==> src/cau_pkg.sv <==
`default_nettype none

package cau_pkg;

  localparam int unsigned FRAC_BITS_DEF = 16;
  localparam int unsigned QBITS = 32;

  localparam logic [2:0] OP_ADD  = 3'd0;
  localparam logic [2:0] OP_SUB  = 3'd1;
  localparam logic [2:0] OP_MUL  = 3'd2;
  localparam logic [2:0] OP_DIV  = 3'd3;
  localparam logic [2:0] OP_CONJ = 3'd4;
  localparam logic [2:0] OP_NEG  = 3'd5;
  localparam logic [2:0] OP_NORM = 3'd6;

  localparam logic [1:0] ST_OK   = 2'd0;
  localparam logic [1:0] ST_SAT  = 2'd1;
  localparam logic [1:0] ST_DIV0 = 2'd2;

  typedef struct packed {
    logic [2:0]         opcode;
    logic signed [31:0] x_real;
    logic signed [31:0] x_imag;
    logic signed [31:0] y_real;
    logic signed [31:0] y_imag;
  } in_t;

  typedef struct packed {
    logic signed [31:0] out_real;
    logic signed [31:0] out_imag;
    logic [1:0]         status;
  } out_t;

  typedef struct packed {
    logic [2:0]         op;
    logic signed [31:0] xr;
    logic signed [31:0] xi;
    logic signed [31:0] yr;
    logic signed [31:0] yi;
    logic signed [63:0] p_rr;
    logic signed [63:0] p_ii;
    logic signed [63:0] p_ri;
    logic signed [63:0] p_ir;
    logic signed [63:0] p_xx;
    logic signed [63:0] p_yy;
  } mul_t;

  typedef struct packed {
    logic [2:0]         op;
    logic signed [64:0] sa;
    logic signed [64:0] sb;
    logic [63:0]        den;
    logic [31:0]        res_re;
    logic [31:0]        res_im;
    logic               sat;
  } sum_t;

  typedef struct packed {
    logic        neg;
    logic        ovf;
    logic [63:0] r;
    logic [31:0] lo;
    logic [31:0] q;
  } lane_t;

  typedef struct packed {
    logic [2:0]  op;
    logic        dz;
    logic [63:0] den;
    lane_t       re;
    lane_t       im;
    logic [31:0] res_re;
    logic [31:0] res_im;
    logic        sat;
  } div_t;

  typedef struct packed {
    logic [31:0] v;
    logic        s;
  } sat_t;

  function automatic sat_t sat33(input logic signed [32:0] a);
    sat_t o;
    o.s = (a[32] != a[31]);
    if (!o.s) begin
      o.v = a[31:0];
    end else if (a[32]) begin
      o.v = 32'h8000_0000;
    end else begin
      o.v = 32'h7FFF_FFFF;
    end
    return o;
  endfunction

  function automatic sat_t sat_mag(input logic neg, input logic [63:0] mag);
    sat_t o;
    o.s = 1'b0;
    if (!neg) begin
      if (mag > 64'h7FFF_FFFF) begin
        o.v = 32'h7FFF_FFFF;
        o.s = 1'b1;
      end else begin
        o.v = mag[31:0];
      end
    end else begin
      if (mag > 64'h8000_0000) begin
        o.v = 32'h8000_0000;
        o.s = 1'b1;
      end else begin
        o.v = 32'd0 - mag[31:0];
      end
    end
    return o;
  endfunction

endpackage

`default_nettype wire

==> src/cau_comb.sv <==
`default_nettype none

module cau_comb #(
  parameter int unsigned FRAC_BITS = cau_pkg::FRAC_BITS_DEF
) (
  input  wire logic          clk,
  input  wire logic          rst,
  input  wire logic          valid_in,
  input  wire cau_pkg::mul_t data_in,
  output logic               ready_up,
  input  wire logic          ready_dn,
  output logic               valid,
  output cau_pkg::div_t      data
);

  logic           s2_valid;
  cau_pkg::sum_t  s2;
  cau_pkg::sum_t  s2_next;
  logic           s2_ready;
  cau_pkg::div_t  data_next;

  cau_pkg::sat_t  sr;
  cau_pkg::sat_t  si;
  logic [63:0]    mag_a;
  logic [63:0]    mag_b;
  logic [95:0]    dv_a;
  logic [95:0]    dv_b;
  cau_pkg::sat_t  wa;
  cau_pkg::sat_t  wb;

  assign ready_up = !s2_valid || s2_ready;
  assign s2_ready = !valid || ready_dn;

  // first half: sums of products and the short operations
  always_comb begin
    sr = '0;
    si = '0;
    s2_next.op  = data_in.op;
    s2_next.sa  = '0;
    s2_next.sb  = '0;
    s2_next.den = 64'(data_in.p_xx) + 64'(data_in.p_yy);
    case (data_in.op)
      cau_pkg::OP_ADD: begin
        sr = cau_pkg::sat33(33'(data_in.yr) + 33'(data_in.xr));
        si = cau_pkg::sat33(33'(data_in.yi) + 33'(data_in.xi));
      end
      cau_pkg::OP_SUB: begin
        sr = cau_pkg::sat33(33'(data_in.yr) - 33'(data_in.xr));
        si = cau_pkg::sat33(33'(data_in.yi) - 33'(data_in.xi));
      end
      cau_pkg::OP_CONJ: begin
        sr.v = data_in.xr;
        si = cau_pkg::sat33(33'sd0 - 33'(data_in.xi));
      end
      cau_pkg::OP_NEG: begin
        sr = cau_pkg::sat33(33'sd0 - 33'(data_in.xr));
        si = cau_pkg::sat33(33'sd0 - 33'(data_in.xi));
      end
      cau_pkg::OP_MUL: begin
        s2_next.sa = 65'(data_in.p_rr) - 65'(data_in.p_ii);
        s2_next.sb = 65'(data_in.p_ri) + 65'(data_in.p_ir);
      end
      cau_pkg::OP_DIV: begin
        s2_next.sa = 65'(data_in.p_rr) + 65'(data_in.p_ii);
        s2_next.sb = 65'(data_in.p_ir) - 65'(data_in.p_ri);
      end
      cau_pkg::OP_NORM: begin
        s2_next.sa = 65'(data_in.p_xx) + 65'(data_in.p_yy);
      end
      default: begin
      end
    endcase
    s2_next.res_re = sr.v;
    s2_next.res_im = si.v;
    s2_next.sat    = sr.s | si.s;
  end

  always_ff @(posedge clk) begin
    if (rst) begin
      s2_valid <= 1'b0;
    end else if (ready_up) begin
      s2_valid <= valid_in;
    end
  end

  always_ff @(posedge clk) begin
    if (ready_up && valid_in) begin
      s2 <= s2_next;
    end
  end

  // second half: sign and magnitude, truncation, divider setup
  always_comb begin
    mag_a = s2.sa[64] ? 64'(-s2.sa) : s2.sa[63:0];
    mag_b = s2.sb[64] ? 64'(-s2.sb) : s2.sb[63:0];
    wa = cau_pkg::sat_mag(s2.sa[64], mag_a >> FRAC_BITS);
    wb = cau_pkg::sat_mag(s2.sb[64], mag_b >> FRAC_BITS);
    dv_a = {32'd0, mag_a} << FRAC_BITS;
    dv_b = {32'd0, mag_b} << FRAC_BITS;

    data_next.op     = s2.op;
    data_next.dz     = (s2.den == 64'd0);
    data_next.den    = s2.den;
    data_next.re.neg = s2.sa[64];
    data_next.re.r   = dv_a[95:32];
    data_next.re.lo  = dv_a[31:0];
    data_next.re.ovf = (dv_a[95:32] >= s2.den);
    data_next.re.q   = '0;
    data_next.im.neg = s2.sb[64];
    data_next.im.r   = dv_b[95:32];
    data_next.im.lo  = dv_b[31:0];
    data_next.im.ovf = (dv_b[95:32] >= s2.den);
    data_next.im.q   = '0;
    data_next.res_re = s2.res_re;
    data_next.res_im = s2.res_im;
    data_next.sat    = s2.sat;
    if (s2.op == cau_pkg::OP_MUL) begin
      data_next.res_re = wa.v;
      data_next.res_im = wb.v;
      data_next.sat    = wa.s | wb.s;
    end else if (s2.op == cau_pkg::OP_NORM) begin
      data_next.res_re = wa.v;
      data_next.res_im = '0;
      data_next.sat    = wa.s;
    end
  end

  always_ff @(posedge clk) begin
    if (rst) begin
      valid <= 1'b0;
    end else if (s2_ready) begin
      valid <= s2_valid;
    end
  end

  always_ff @(posedge clk) begin
    if (s2_ready && s2_valid) begin
      data <= data_next;
    end
  end

  a_norm_pos: assert property (@(posedge clk) disable iff (rst)
    (s2_valid && s2.op == cau_pkg::OP_NORM) |-> !s2.sa[64])
    else $error("norm sum negative");

endmodule

`default_nettype wire

==> config.mk <==
export PLATFORM = sky130hd
export DESIGN_NAME = cau_comb
export DESIGN_NICKNAME = d
export VERILOG_FILES = /design/src/cau_pkg.sv /design/src/cau_comb.sv
export SDC_FILE = /design/constraint.sdc
export NUM_CORES = 2
export LEC_CHECK = 0
export BUFFER_PORTS_ARGS = -buffer_cell sky130_fd_sc_hd__buf_2
export CAP_MARGIN = 25
export CORE_AREA = 2 2 354 356
export DETAILED_ROUTE_END_ITERATION = 10
export DIE_AREA = 0 0 356 358
export SLEW_MARGIN = 20
export SYNTH_ARGS = -nofsm -noshare
export SYNTH_HDL_FRONTEND = slang
export SYNTH_SLANG_ARGS = --single-unit
==> constraint.sdc <==
create_clock -name clk -period 29.4 [get_ports clk]
set_input_delay 5.88 -clock clk [delete_from_list [all_inputs] [get_ports clk]]
set_output_delay 5.88 -clock clk [all_outputs]
set_load 0.005 [all_outputs]
Word-level counts from Yosys, hierarchy flattened
Cells that the tools add are included.
{"block": "totals", "out_inout_bits": 395, "regBits": 529, "inputBits": 519, "wordCells": 101}
{"block": "classes", "bitwise": 2, "n_addsub": 16, "n_eq_ne": 14, "mux": 31, "n_lt_le_gt_ge": 6, "n_reduce_logical": 9}
{"cell": "32-bit 2-to-1 mux", "count": 16}
{"cell": "64-bit by 64-bit adder with 65-bit output", "count": 3}
{"cell": "65-bit one-hot mux with 3 select lines", "count": 1}
{"cell": "65-bit 2-to-1 mux", "count": 2}
{"cell": "65-bit one-hot mux with 2 select lines", "count": 1}
{"cell": "64-bit by 64-bit subtractor with 65-bit output", "count": 2}
{"cell": "48-bit by 64-bit greater-or-equal comparator with 1-bit output", "count": 2}
{"cell": "64-bit 2-to-1 mux", "count": 2}
{"cell": "64-bit negator", "count": 2}
{"cell": "32-bit one-hot mux with 4 select lines", "count": 1}
{"cell": "33-bit one-hot mux with 3 select lines", "count": 1}
{"cell": "48-bit by 31-bit greater-than comparator with 1-bit output, second input constant", "count": 2}
{"cell": "48-bit by 32-bit greater-than comparator with 1-bit output, second input constant", "count": 2}
{"cell": "32-bit by 32-bit adder with 33-bit output", "count": 2}
{"cell": "33-bit 2-to-1 mux", "count": 2}
{"cell": "1-bit by 32-bit subtractor with 33-bit output, first input constant", "count": 2}
{"cell": "32-bit by 32-bit subtractor with 33-bit output", "count": 2}
{"cell": "64-bit adder", "count": 1}
{"cell": "64-bit logical NOT", "count": 1}
{"cell": "1-bit by 32-bit subtractor with 32-bit output, first input constant", "count": 2}
{"cell": "3-bit == test, second input constant", "count": 4}
{"cell": "3-bit by 2-bit == test with 1-bit output, second input constant", "count": 3}
{"cell": "1-bit != test", "count": 6}
{"cell": "1-bit 2-to-1 mux", "count": 4}
{"cell": "8 further kinds", "count": 12}

Depth between registers and ports, before layout
{"block": "logic_depth", "word_depth": 7, "depth_mapped": 26, "ltp_nobuf": 25}

Worst setup path before layout
Ideal clock, no wire load.
{"block": "synth_path", "path_kind": "in2reg", "start": "input port ready_dn", "end": "register data[0] (netlist name) (enable)", "t_required_ns": 28.472, "setup_ns": 0.928, "path_stages": 2, "arrival_time_ns": 17.643, "path_slack_ns": 10.829, "n_path_buf": 0, "cell_sequence": "nor2b_1 -> nor2b_1"}
{"block": "synth_between", "elab_chain_cells": 2}
{"item": "start: declaration", "line_no": "cau_comb.sv:11", "rtl": "input wire logic ready_dn,"}
{"item": "1-bit logical OR", "line_no": "cau_comb.sv:32", "rtl": "assign s2_ready = !valid || ready_dn;"}
{"item": "1-bit logical AND", "line_no": "cau_comb.sv:137", "rtl": "if (s2_ready && s2_valid) begin"}
{"item": "end signal: assignment", "line_no": "cau_comb.sv:138", "rtl": "data <= data_next;"}
{"item": "end: declaration", "line_no": "cau_comb.sv:13", "rtl": "output cau_pkg::div_t data"}
No other way between the ends.
A chain may end at the register's enable or synchronous reset.

Final worst setup path
{"block": "layout_path", "start": "input port ready_dn", "end": "output port ready_up"}
{"block": "layout_between", "elab_chain_cells": 2}
{"item": "1-bit logical OR", "line_no": "cau_comb.sv:32"}
{"item": "1-bit logical OR", "line_no": "cau_comb.sv:31", "rtl": "assign ready_up = !s2_valid || s2_ready;"}
{"item": "end: declaration", "line_no": "cau_comb.sv:10", "rtl": "output logic ready_up,"}
No other way between the ends.

==> results.json <==
{
  "start_util_pct": 39.4,
  "r2r_slack_ps": 23430,
  "yosys.area_share.simple_pct": 17.3,
  "hold_class": "reg -> reg",
  "status": "complete, no violations",
  "coreArea_sq_um": 123000,
  "die_area_sq_um": 127000,
  "tightestPinTransition_ps": 1130,
  "syn-cell-area_sq_um": 48600,
  "hold_depth": 0,
  "peakVddDrop_uv": 46.6,
  "synthCells": 5608,
  "layout_common_cells": "785 x buf_2, 527 x edfxtp_1, 474 x o21ai_0, 435 x a21oi_1, 434 x nand2_1",
  "die_w_microns": 356,
  "wl_met1_microns": 83400,
  "drt_iter0_drc": 4302,
  "total_leakage_power_nw": 23.0,
  "layout_commonest_cell": "buf_2",
  "cap_viol_max_count": 0,
  "power_per_cell_area_nw_per_um2": 49.0,
  "tns_ps": 0,
  "synth_xor_area_share_pct": 11.0,
  "wl_met3_microns": 14600,
  "grt_pass1_vias": 43400,
  "clk_pin_slew_worst_paths_ps": 60,
  "critPathKind": "in -> out",
  "place_area_sq_um": 53700,
  "hold_violations": 0,
  "nets": 7220,
  "wl_met2_microns": 91100,
  "synth_warnings": 0,
  "post-cts-setup-buffers": 0,
  "cts_tree": "done",
  "period_share_pct": 42.2,
  "post-route-min-period_ps": 12410,
  "antenna_found_initial": 18,
  "clock-sinks": 529,
  "cts_buffers": 59,
  "top_layer": "met5",
  "rsz0062_at_grt": "false",
  "synth_compound_area_share_pct": 21.6,
  "slew_violations": 0,
  "wl_per_cell_microns": 24.9,
  "max_freq_mhz": 80.6,
  "boundaryPins": 914,
  "area_delta_synth_final_pct": 14.5,
  "vias_per_cell": 5.82,
  "yosys.area.top_type": "edfxtp_1",
  "ctsLongestPathBuffers": 3,
  "ant_nets": 0,
  "finalInstanceArea_sq_um": 55600,
  "drc": 0,
  "vias": 46300,
  "synth.distinct_cells": 90,
  "synthMuxAreaShare_pct": 0.172,
  "end_kind": "primary output",
  "synth_top_family_by_area": "compound AO/OA/AOI/OAI gates",
  "final_layout_size_suffix_gt1_share_pct": 15.6,
  "maxSlewHeadroom_pct": 24.3,
  "numPortBuffers": 785,
  "ys_seq_elements": 529,
  "skew_ps": 62.9,
  "grt_use_total_pct": 29.6,
  "rows": 129,
  "r2r_cells": 13,
  "worstPathMaxFanout": 4,
  "ys_top_cells_by_area": "edfxtp_1 33%, ha_1 11%, xnor2_1 7.4%",
  "whs_ps": 451,
  "routed_wl_microns": 199000,
  "synth_area_per_cell_sq_um": 8.67,
  "start_kind": "primary input",
  "worstPathRequired_ps": 23520,
  "gp_congestion": 0.977,
  "synthAdderAreaFrac_pct": 11.2,
  "cts_htree_levels": 2,
  "dp_hpwl_microns": 164000,
  "cts_hold_buf": 0,
  "ctsResizeCount": 0,
  "cts_root_buf": "clkbuf_16",
  "cp.arrival_ps": 6530,
  "ys_async_sr_fraction_pct": 0,
  "clock_latency_ps": 690,
  "die_h_microns": 358,
  "setup_viol": 0,
  "synth_ff_type": "edfxtp_1",
  "first_pass_iters": 6,
  "grt_max_degree": 141,
  "synth-edff-count": 527,
  "grt_pass1_wl_microns": 284000,
  "synth_seq_area_share_pct": 32.6,
  "netlist.area_leader.share_pct": 32.6,
  "grt_overflow": 0
}
-- area by class of cell --
cell class	count	area, sq um
timing repair buffer	828	4300
clock inverter	37	392
inverter	294	1100
antenna	8	20.0
tap	1637	2050
clock buffer	72	1530
multi-input combinational	4557	30400
fill	12300	67700
sequential	529	15900
-- layer usage --
layer / GRT usage (%) / up-vias
met3: 4.84 / 332
li1: - / 21700
met5: 0 / -
met2: 48.1 / 2004
met1: 38.9 / 22300
met4: 12.7 / 6
-- worst max-delay path: stages --
cell     delay (ps)
buf_2           100
nor2b_1         290
nand2_1         120
buf_2           140
-- per-stage QoR --
step	setup WS, ps	power, mW	util [%]	std cells
global placement	16930	1.97	43.5	7843
global route	16950	2.86	45.1	7959
floorplan	10830	1.63	-	5735
detailed placement	16980	1.98	43.5	7844
CTS	16980	2.73	45.1	7953
finish	16990	2.73	45.1	7962
-- power breakdown --
group          total (mW)  switching [mW]  leakage (nW)  internal, mW
registers            1.01          0.0731          5.14         0.933
logic               0.974           0.611          17.0         0.363
clock network       0.747           0.331         0.893         0.416
-- path summary, 6_finish.rpt --
path                            startpoint             endpoint
hold / removal    data_next[384]$_DFFE_PP_  data[384]$_DFFE_PP_
hold reg to reg   data_next[384]$_DFFE_PP_  data[384]$_DFFE_PP_
setup / recovery                  ready_dn             ready_up
setup reg to reg         s2[213]$_DFFE_PP_   data[54]$_DFFE_PP_
-- synth_stat cells, types with 40 or more instances --
master,number
a21oi_1,436
buf_4,129
o31ai_1,87
and3_1,40
or3_1,64
xnor2_1,413
nor4_1,75
inv_1,291
xor2_1,200
nor2b_1,59
a211oi_1,41
a31oi_1,55
edfxtp_1,527
nand2b_1,73
o21bai_1,61
o41ai_1,42
a21o_1,158
clkbuf_1,202
nand3_1,173
nor2_1,423
nand4_1,84
nor3_1,118
nand2_1,435
o21ai_0,474
ha_1,425
-- sequential cells by signal, summed over array words and instances, names as in the netlist --
name	cells
data	265
s2	193
valid	1
s2_valid	1
data_next	69
-- logic make-up after synthesis --
| logic type | after synthesis |
|---|---|
| AOI/OAI and AO/OA | 1669 |
| xor gates and xnor gates | 613 |
| adders and majority gates | 432 |
| buffers and inverters | 649 |
| DFF | 529 |
| muxes | 8 |
| other | 1 |
| and+or+nand+nor | 1707 |
No activity file was read; power rests on OpenSTA's default activity.
