## src/cau_pkg.sv

```systemverilog
`default_nettype none

package cau_pkg;

  localparam int unsigned FRAC_BITS_DEF = 16;
  localparam int unsigned QBITS = 32;

  localparam logic [2:0] OP_ADD  = 3'd0;
  localparam logic [2:0] OP_SUB  = 3'd1;
  localparam logic [2:0] OP_MUL  = 3'd2;
  localparam logic [2:0] OP_DIV  = 3'd3;
  localparam logic [2:0] OP_CONJ = 3'd4;
  localparam logic [2:0] OP_NEG  = 3'd5;
  localparam logic [2:0] OP_NORM = 3'd6;

  localparam logic [1:0] ST_OK   = 2'd0;
  localparam logic [1:0] ST_SAT  = 2'd1;
  localparam logic [1:0] ST_DIV0 = 2'd2;

  typedef struct packed {
    logic [2:0]         opcode;
    logic signed [31:0] x_real;
    logic signed [31:0] x_imag;
    logic signed [31:0] y_real;
    logic signed [31:0] y_imag;
  } in_t;

  typedef struct packed {
    logic signed [31:0] out_real;
    logic signed [31:0] out_imag;
    logic [1:0]         status;
  } out_t;

  typedef struct packed {
    logic [2:0]         op;
    logic signed [31:0] xr;
    logic signed [31:0] xi;
    logic signed [31:0] yr;
    logic signed [31:0] yi;
    logic signed [63:0] p_rr;
    logic signed [63:0] p_ii;
    logic signed [63:0] p_ri;
    logic signed [63:0] p_ir;
    logic signed [63:0] p_xx;
    logic signed [63:0] p_yy;
  } mul_t;

  typedef struct packed {
    logic [2:0]         op;
    logic signed [64:0] sa;
    logic signed [64:0] sb;
    logic [63:0]        den;
    logic [31:0]        res_re;
    logic [31:0]        res_im;
    logic               sat;
  } sum_t;

  typedef struct packed {
    logic        neg;
    logic        ovf;
    logic [63:0] r;
    logic [31:0] lo;
    logic [31:0] q;
  } lane_t;

  typedef struct packed {
    logic [2:0]  op;
    logic        dz;
    logic [63:0] den;
    lane_t       re;
    lane_t       im;
    logic [31:0] res_re;
    logic [31:0] res_im;
    logic        sat;
  } div_t;

  typedef struct packed {
    logic [31:0] v;
    logic        s;
  } sat_t;

  function automatic sat_t sat33(input logic signed [32:0] a);
    sat_t o;
    o.s = (a[32] != a[31]);
    if (!o.s) begin
      o.v = a[31:0];
    end else if (a[32]) begin
      o.v = 32'h8000_0000;
    end else begin
      o.v = 32'h7FFF_FFFF;
    end
    return o;
  endfunction

  function automatic sat_t sat_mag(input logic neg, input logic [63:0] mag);
    sat_t o;
    o.s = 1'b0;
    if (!neg) begin
      if (mag > 64'h7FFF_FFFF) begin
        o.v = 32'h7FFF_FFFF;
        o.s = 1'b1;
      end else begin
        o.v = mag[31:0];
      end
    end else begin
      if (mag > 64'h8000_0000) begin
        o.v = 32'h8000_0000;
        o.s = 1'b1;
      end else begin
        o.v = 32'd0 - mag[31:0];
      end
    end
    return o;
  endfunction

endpackage

`default_nettype wire

```

## src/cau_div_step.sv

```systemverilog
`default_nettype none

module cau_div_step (
  input  wire logic          clk,
  input  wire logic          rst,
  input  wire logic          valid_in,
  input  wire cau_pkg::div_t data_in,
  output logic               ready_up,
  input  wire logic          ready_dn,
  output logic               valid,
  output cau_pkg::div_t      data
);

  cau_pkg::div_t data_next;
  logic [64:0]   rr_re;
  logic [64:0]   rr_im;

  assign ready_up = !valid || ready_dn;

  // one restoring step per lane: shift in a dividend bit, subtract if it fits
  always_comb begin
    data_next = data_in;
    rr_re = {data_in.re.r, data_in.re.lo[31]};
    rr_im = {data_in.im.r, data_in.im.lo[31]};
    data_next.re.lo = {data_in.re.lo[30:0], 1'b0};
    data_next.im.lo = {data_in.im.lo[30:0], 1'b0};
    if (rr_re >= {1'b0, data_in.den}) begin
      data_next.re.r = 64'(rr_re - {1'b0, data_in.den});
      data_next.re.q = {data_in.re.q[30:0], 1'b1};
    end else begin
      data_next.re.r = rr_re[63:0];
      data_next.re.q = {data_in.re.q[30:0], 1'b0};
    end
    if (rr_im >= {1'b0, data_in.den}) begin
      data_next.im.r = 64'(rr_im - {1'b0, data_in.den});
      data_next.im.q = {data_in.im.q[30:0], 1'b1};
    end else begin
      data_next.im.r = rr_im[63:0];
      data_next.im.q = {data_in.im.q[30:0], 1'b0};
    end
  end

  always_ff @(posedge clk) begin
    if (rst) begin
      valid <= 1'b0;
    end else if (ready_up) begin
      valid <= valid_in;
    end
  end

  always_ff @(posedge clk) begin
    if (ready_up && valid_in) begin
      data <= data_next;
    end
  end

endmodule

`default_nettype wire

```

## config.mk

```make
export PLATFORM = sky130hd
export DESIGN_NAME = cau_div_step
export DESIGN_NICKNAME = d
export VERILOG_FILES = /design/src/cau_pkg.sv /design/src/cau_div_step.sv
export SDC_FILE = /design/constraint.sdc
export NUM_CORES = 1
export LEC_CHECK = 0
export BUFFER_PORTS_ARGS = -buffer_cell sky130_fd_sc_hd__buf_2
export CAP_MARGIN = 40
export CORE_AREA = 2 2 308 310
export CTS_BUF_LIST = sky130_fd_sc_hd__clkbuf_8
export DETAILED_ROUTE_END_ITERATION = 8
export DIE_AREA = 0 0 310 312
export SYNTH_ARGS = -nofsm -noshare
export SYNTH_HDL_FRONTEND = slang
export SYNTH_SLANG_ARGS = --single-unit
```

## constraint.sdc

```tcl
create_clock -name clk -period 12.72 [get_ports clk]
set_input_delay 0 -clock clk [delete_from_list [all_inputs] [get_ports clk]]
set_output_delay 0 -clock clk [all_outputs]
set_load 0.02 [all_outputs]
```

Word-level counts from Yosys, hierarchy flattened
Cells that the tools add are included.
{ "word_totals": {"word_cells": 28, "in_bits": 397, "register_bits": 392, "out_inout_bits": 395} }
{ "op_classes": {"muxes": 4, "reduce_logical": 3, "n_addsub": 2, "order_cmp": 2} }
{ "ops": {"columns": ["operator", "n"], "rows": [
  ["$ge A65 B64 Y1", 2],
  ["$mux W64", 2],
  ["$sub A64 B64 Y64", 2],
  ["$mux W1", 2],
  ["$logic_and A1 B1 Y1", 1],
  ["$logic_not A1 Y1", 1],
  ["$logic_or A1 B1 Y1", 1]
]} }

Longest topological paths before layout
Gate-level depths: netlist (run 1).
{ "logic_depth": {"depth_word": 3, "depth_mapped": 15, "depth_no_buf": 13} }

Worst setup path before layout (run 1)
Ideal clock, no wire load.
{ "synth_timing": {"kind": "register to register", "start": "register valid", "end": "register data[0] in the netlist's numbering, enable pin", "n_path_buf": 0, "arrival_time_ps": 9495, "setup_time_ps": 803, "path_slack_ps": 2422, "required_ps": 11917, "period_less_slack_ps": 10298, "stages_incl_launch_ff": 3, "cell_sequence": "dfxtp_1 nand2b_1 and2_1"} }
{ "synth_via": {"elab_chain_cells": 3} }
{ "synth_lines": {"columns": ["item", "line", "text"], "rows": [
  ["from (decl)", "cau_div_step.sv:10", "output logic valid,"],
  ["from (signal assigned)", "cau_div_step.sv:47", "valid <= valid_in;"],
  ["$logic_not A1 Y1", "cau_div_step.sv:18", "assign ready_up = !valid || ready_dn;"],
  ["$logic_or A1 B1 Y1", "cau_div_step.sv:18", null],
  ["named net ready_up", "cau_div_step.sv:8", "output logic ready_up,"],
  ["$logic_and A1 B1 Y1", "cau_div_step.sv:52", "if (ready_up && valid_in) begin"],
  ["to (signal assigned)", "cau_div_step.sv:53", "data <= data_next;"],
  ["to (decl)", "cau_div_step.sv:11", "output cau_pkg::div_t data"]
]} }
The timed path passes the listed nets, and every way through them passes these cells.
A chain may end at the register's enable or synchronous reset.

==> impl_metrics.py, run 1 <==
metrics = {
    "power": {
        "power.total_mw": 4.11,
        "ir_drop_v": 0.0000836,
        "p_leak_nw": 14.5,
        "power_density_nw_per_um2": 121,
    },
    "detailed_routing": {
        "drt_iter0_markers": 1305,
        "wl_met1_mm": 37.0,
        "wl_per_cell_um": 23.6,
        "drt_wl_total_mm": 107,
        "met2RoutedLength_mm": 57.9,
        "vias": 20447,
        "wl_met3_mm": 8.52,
        "detail-route-antenna-nets": 0,
        "viasPerCell": 4.49,
        "dr.max_layer_used": "met5",
        "drc_errors": 0,
        "first_pass_iters": 5,
    },
    "worst_setup_path": {
        "cpMaxStageDelayCell": "a211oi_2",
        "cp_cell_sequence": "dlygate4sd3_1 -> buf_2 -> inv_1 -> ha_1 -> and2b_1 -> o21bai_4 -> a311oi_2 -> o21ai_2 -> a211oi_2 -> o211ai_1 -> a2111o_1 -> a21oi_2 -> o31ai_4 -> inv_8 -> mux2_2 -> dlygate4sd3_1",
        "crit_required_ps": 13140,
        "crit_path_end_kind": "flip-flop",
        "path_buf_inv": 5,
        "cp_max_fo": 63,
        "critPathMaxStageDelay_ps": 620,
        "critPathLaunchType": "primary input",
        "critPathTopFamily": "compound AO/OA/AOI/OAI gates",
        "worstSetupPathType": "in2reg",
        "arrival_ps": 5530,
        "cp_common_cell": "dlygate4sd3_1",
    },
    "synthesis": {
        "yosysMostFrequentCell": "edfxtp_1",
        "synth_top_area_share_pct": 54.5,
        "synth-edff-count": 391,
        "synthAdderAreaFrac_pct": 7.62,
        "ys_seq_area_share_pct": 54.6,
        "synth_simple_gate_area_share_pct": 9.65,
        "synthMuxAreaShare_pct": 4.57,
        "synth_xor_area_share_pct": 4.63,
        "synth.largest_area_cell": "edfxtp_1",
        "yosys_warnings": 0,
        "netlist_area_sq_um": 21500,
        "synth_compound_area_share_pct": 15.1,
        "synth_seq_cells": 392,
        "synthArstFlopShare_pct": 0,
        "synth_top_family_by_area": "compound AO/OA/AOI/OAI gates",
        "ys_types": 81,
        "synth_top_cells_by_area": "edfxtp_1 54%, ha_1 7.4%, mux2_4 4.1%",
        "synth_ff_type": "edfxtp_1",
        "syn_avg_cell_area_sq_um": 11.6,
        "syn_inst": 1860,
        "synthTopCellsByCount": "391 x edfxtp_1, 183 x nand2_1, 171 x a21oi_1",
    },
    "final_layout": {
        "final_cells": 4556,
        "stdcell_area_sq_um": 33900,
        "fin_util_pct": 36.5,
        "syn_to_final_growth_pct": 57.5,
        "finalNetCount": 3743,
        "drive_above_1_share_pct": 30.3,
    },
    "die": {
        "coreArea_sq_um": 93000,
        "initial_utilization_pct": 23.2,
        "fp.dieH_um": 312,
        "dieArea_sq_um": 96700,
        "die_x_um": 310,
        "pin_count": 792,
        "row_count": 112,
    },
    "clock_network": {
        "path_clk_slew_ps": 60,
        "cts_max_path_buffers": 3,
        "clock_latency_ps": 690,
        "cts.sinks": 392,
        "cts_inserted_buffers": 78,
        "cts_tree": "done",
        "cts-resized-gates": 0,
        "ctsHtreeMaxLevel": 3,
        "cts_root_buffer": "clkbuf_8",
    },
    "status": {
        "status": "finished, final reports clean",
    },
    "grt": {
        "grt_overflow": 0,
        "grt_max_degree": 155,
        "grt_pass1_vias": 21021,
        "track_usage_pct": 21.3,
        "grt_pass1_wl_mm": 146,
        "antenna_found_initial": 51,
    },
    "sta": {
        "worstMarginPinSlew_ps": 993,
        "finalCritPeriodShare_pct": 40.2,
        "timing.final.max_slew_violations": 0,
        "setup_violations": 0,
        "rsz0062_at_grt": "false",
        "max_freq_ghz": 0.196,
        "min_period_ps": 5110,
        "skew_ps": 34.3,
        "fin_tns_setup_ps": 0,
        "slew_headroom_pct": 33.8,
        "final_hold_viol_count": 0,
    },
    "placement": {
        "place_area_sq_um": 26800,
        "dp_cells": 3845,
        "post-dp-hpwl_mm": 86.4,
        "gp_congestion": 0.899,
        "port-buffer-count": 787,
    },
    "hold_path": {
        "hold_class": "in2reg",
    },
    "flow_run": {
        "maxCapViolations": 0,
    },
}
worst register-to-register path, delay by kind of cell, from the launching register on:
kind | cells | cell delay (ps)
flops | 1 | 310
buf+inv | 3 | 1430
simple gates | 2 | 720
cells in the final DEF (no fill, tap or decap), types with 14 or more instances in the layout:
master and instances:
mux2_4 59, inv_1 131, nand2_1 183, edfxtp_1 391, o21ai_0 150, nand3_1 20, xnor2_1 76, diode_2 23
nand4_1 44, buf_2 788, nor3_1 29, o21bai_1 38, ha_1 128, o21a_1 14, dlygate4sd3_1 545, nor2_1 91
clkinv_1 17, a21o_1 44, a21oi_1 171, clkbuf_8 79, xor2_1 38
worst paths after layout:
| check | slack, ps | depth (start not counted) | from | to |
|---|---|---|---|---|
| setup reg to reg | 9790 | 5 | valid | data[382] |
| setup / recovery | 7610 | 16 | data_in[326] | data[262] |
| hold reg to reg | 1050 | 2 | valid | data[323] |
| hold / removal | 70 | 2 | data_in[63] | data[63] |
where the power goes:
part           switching (mW)  internal, mW
sequential             0.0316          1.57
clock                   0.619         0.748
combinational           0.664         0.478
through the flow:
step	setup slack, ps	hold slack, ps
floorplan	2420	69.1
global placement	7910	160
detailed placement	7900	166
CTS	7590	0.226
global route	7480	23.4
finish	7610	68.7
registers in the layout, summed over array words and instances, names as in the netlist:
name,flops
data,391
valid,1
what timing repair did:
item                                    in CTS  in global routing
endpoints found under the setup margin       0                  0
buffers inserted                             0                  0
hold endpoints to repair                   436                  0
hold buffers                               545                  0
cells by family after synthesis:
kind of cell / after synthesis
other: 1
AO/OA/AOI/OAI: 526
buffers and inverters: 183
flip-flops: 392
multiplexers: 68
XOR/XNOR: 114
AND/OR/NAND/NOR: 446
adder cells (fa/ha/maj): 130
metal layers:
metal / vias to the layer above / global-route usage (%)
met2: 772 / 40.9
li1: 9736 / -
met3: 229 / 6.30
met5: - / 0
met4: 8 / 8.37
met1: 9702 / 21.1
area by class of cell:
cell class | count | area (sq um)
diodes | 23 | 57.6
clock buffers | 79 | 1090
clock inverters | 64 | 514
fillers | 9370 | 59100
inverters | 112 | 428
multi-input cells | 1286 | 8980
flip-flops and latches | 392 | 11800
well taps | 1254 | 1570
repair buffers | 1346 | 9550
(Power assumes the default switching activity.)
==> run 2: changes to the inputs <==
- CORE_AREA: 2 2 308 310 -> 2 2 309 311
- DIE_AREA: 0 0 310 312 -> 0 0 311 313
- clock period: 12.72 -> 4.4 ns (I/O delays scaled with it)
==> run 2 against run 1 <==
Non-clock buffer count is 33 higher; sequential share of layout area fell by 0.17 points; largest power group unchanged; utilization is 0.25 points lower; flip-flop and latch count did not move; critical path type unchanged; wire length up 0.20%; critical path depth grew 1; combinational power grew to 3.0 times the previous value; clock power increased to 2.7 times the previous value; worst hold slack worse by 3.5 ps.
==> impl_metrics.py, run 2 (same netlist as run 1, synthesis figures left out) <==
metrics = {
    "status": {
        "status": "finished, final reports clean",
    },
    "sta": {
        "fin_tns_setup_ps": 0,
        "max_freq_ghz": 0.236,
        "final_hold_viol_count": 0,
        "rsz0062_at_grt": "false",
        "min_period_ps": 4230,
        "setup_violations": 0,
        "finalCritPeriodShare_pct": 96.2,
        "timing.final.max_slew_violations": 0,
        "slew_headroom_pct": 44.0,
        "skew_ps": 31.9,
        "worstMarginPinSlew_ps": 841,
    },
    "power": {
        "power_density_nw_per_um2": 341,
        "p_leak_nw": 14.6,
        "ir_drop_v": 0.000286,
        "power.total_mw": 11.6,
    },
    "grt": {
        "grt_max_degree": 79,
        "grt_pass1_vias": 21296,
        "grt_overflow": 0,
        "track_usage_pct": 21.3,
        "antenna_found_initial": 55,
        "grt_pass1_wl_mm": 149,
    },
    "detailed_routing": {
        "drt_wl_total_mm": 108,
        "vias": 20716,
        "wl_met3_mm": 6.57,
        "met2RoutedLength_mm": 57.4,
        "drc_errors": 0,
        "first_pass_iters": 8,
        "wl_per_cell_um": 23.4,
        "wl_met1_mm": 38.9,
        "dr.max_layer_used": "met5",
        "drt_iter0_markers": 1362,
        "viasPerCell": 4.51,
        "detail-route-antenna-nets": 0,
    },
    "placement": {
        "place_area_sq_um": 27200,
        "port-buffer-count": 787,
        "dp_cells": 3894,
        "post-dp-hpwl_mm": 87.1,
        "gp_congestion": 0.899,
    },
    "worst_setup_path": {
        "critPathMaxStageDelay_ps": 580,
        "crit_path_end_kind": "flip-flop",
        "cp_common_cell": "dlygate4sd3_1",
        "cp_max_fo": 8,
        "arrival_ps": 4640,
        "critPathTopFamily": "compound AO/OA/AOI/OAI gates",
        "cpMaxStageDelayCell": "a2111o_1",
        "critPathLaunchType": "primary input",
        "crit_required_ps": 4810,
        "path_buf_inv": 6,
        "worstSetupPathType": "in2reg",
        "cp_cell_sequence": "dlygate4sd3_1 -> buf_2 -> inv_1 -> ha_1 -> and2b_1 -> o21bai_4 -> a311oi_2 -> o21ai_2 -> a211oi_2 -> buf_4 -> o211ai_1 -> a2111o_1 -> a21oi_2 -> o31ai_4 -> inv_8 -> mux2_2 -> dlygate4sd3_1",
    },
    "die": {
        "row_count": 113,
        "coreArea_sq_um": 94200,
        "die_x_um": 311,
        "fp.dieH_um": 313,
        "initial_utilization_pct": 22.9,
        "pin_count": 792,
        "dieArea_sq_um": 97300,
    },
    "clock_network": {
        "cts_tree": "done",
        "cts_max_path_buffers": 3,
        "post-cts-setup-buffer-count": 0,
        "ctsHtreeMaxLevel": 3,
        "cts_inserted_buffers": 76,
        "cts_root_buffer": "clkbuf_8",
        "path_clk_slew_ps": 60,
        "cts.sinks": 392,
        "clock_latency_ps": 680,
    },
    "final_layout": {
        "final_common_cell": "buf_2",
        "largest_reg_flops": 391,
        "stdcell_area_sq_um": 34100,
        "n_fill_cell": 9527,
        "finalNetCount": 3774,
        "drive_above_1_share_pct": 31.0,
        "largestRegisters": "data: 391 flops, valid: 1 flops",
        "syn_to_final_growth_pct": 58.3,
        "final_cells": 4598,
        "final_cell_mix": "787 x buf_2, 540 x dlygate4sd3_1, 391 x edfxtp_1, 183 x nand2_1, 171 x a21oi_1",
        "regMostFlops": "data",
    },
    "hold_path": {
        "hold_class": "in2reg",
    },
    "flow_run": {
        "maxCapViolations": 0,
    },
}
## run 2: cell count changes in the layout (fill, tap and decap cells not counted), moves of 2 or more
| cell | change |
|---|---|
| buf_16 | -2 |
| dlygate4sd3_1 | -5 |
| buf_12 | +8 |
| clkinv_2 | +2 |
| inv_8 | +2 |
| inv_1 | -2 |
| bufinv_16 | -4 |
| clkbuf_8 | -3 |
| clkinv_1 | +3 |
| buf_4 | +33 |
| diode_2 | +2 |
## run 2: report_power, final
part | total (mW) | leakage, nW | internal, mW | switching [mW]
Clock | 3.65 | 0.810 | 1.87 | 1.77
Sequential | 4.62 | 3.80 | 4.53 | 0.0942
Combinational | 3.37 | 9.99 | 1.42 | 1.95
## run 2: stage by stage
| stage | hold WS (ps) | utilization (%) | setup WS [ps] |
|---|---|---|---|
| global route | 11.7 | 36.2 | 82.1 |
| global placement | 155 | 28.9 | 383 |
| finish | 65.3 | 36.2 | 166 |
| detailed placement | 160 | 28.9 | 366 |
| floorplan | 69.1 | - | 584 |
| CTS | 0.848 | 36.2 | 261 |
## run 2: worst reg2reg max path, delay by kind of cell, from the launching register on
family / cells / cell delay [ps]
flip-flops: 1 / 310
AND/OR/NAND/NOR: 2 / 820
buffers and inverters: 1 / 490
## run 2: area by class of cell
cell class,instances,area [sq um],area share [%]
inverter,112,428,1.25
timing repair buffer,1379,9840,28.9
antenna,25,62.6,0.183
sequential,392,11800,34.5
tap,1265,1580,4.64
multi-input combinational,1286,8980,26.3
clock buffer,76,1050,3.07
clock inverter,63,407,1.19
## run 2: routing by layer
layer / track usage (%) / vias to the layer above
met5: 0 / -
met4: 9.28 / 14
met3: 5.00 / 237
met2: 40.5 / 768
met1: 22.3 / 9912
li1: - / 9785
## run 2: final timing paths
| kind | from | endpoint | slack, ps | cells after the start |
|---|---|---|---|---|
| setup / recovery | data_in[326] | data[262] | 170 | 17 |
| hold reg to reg | valid | data[110] | 1110 | 2 |
| setup reg to reg | valid | data[329] | 2310 | 3 |
| hold / removal | data_in[82] | data[83] | 70 | 2 |
## run 2: repair_timing
action	in CTS	in global routing
hold endpoints to repair	402	0
resized for setup	0	0
hold buffers	540	0
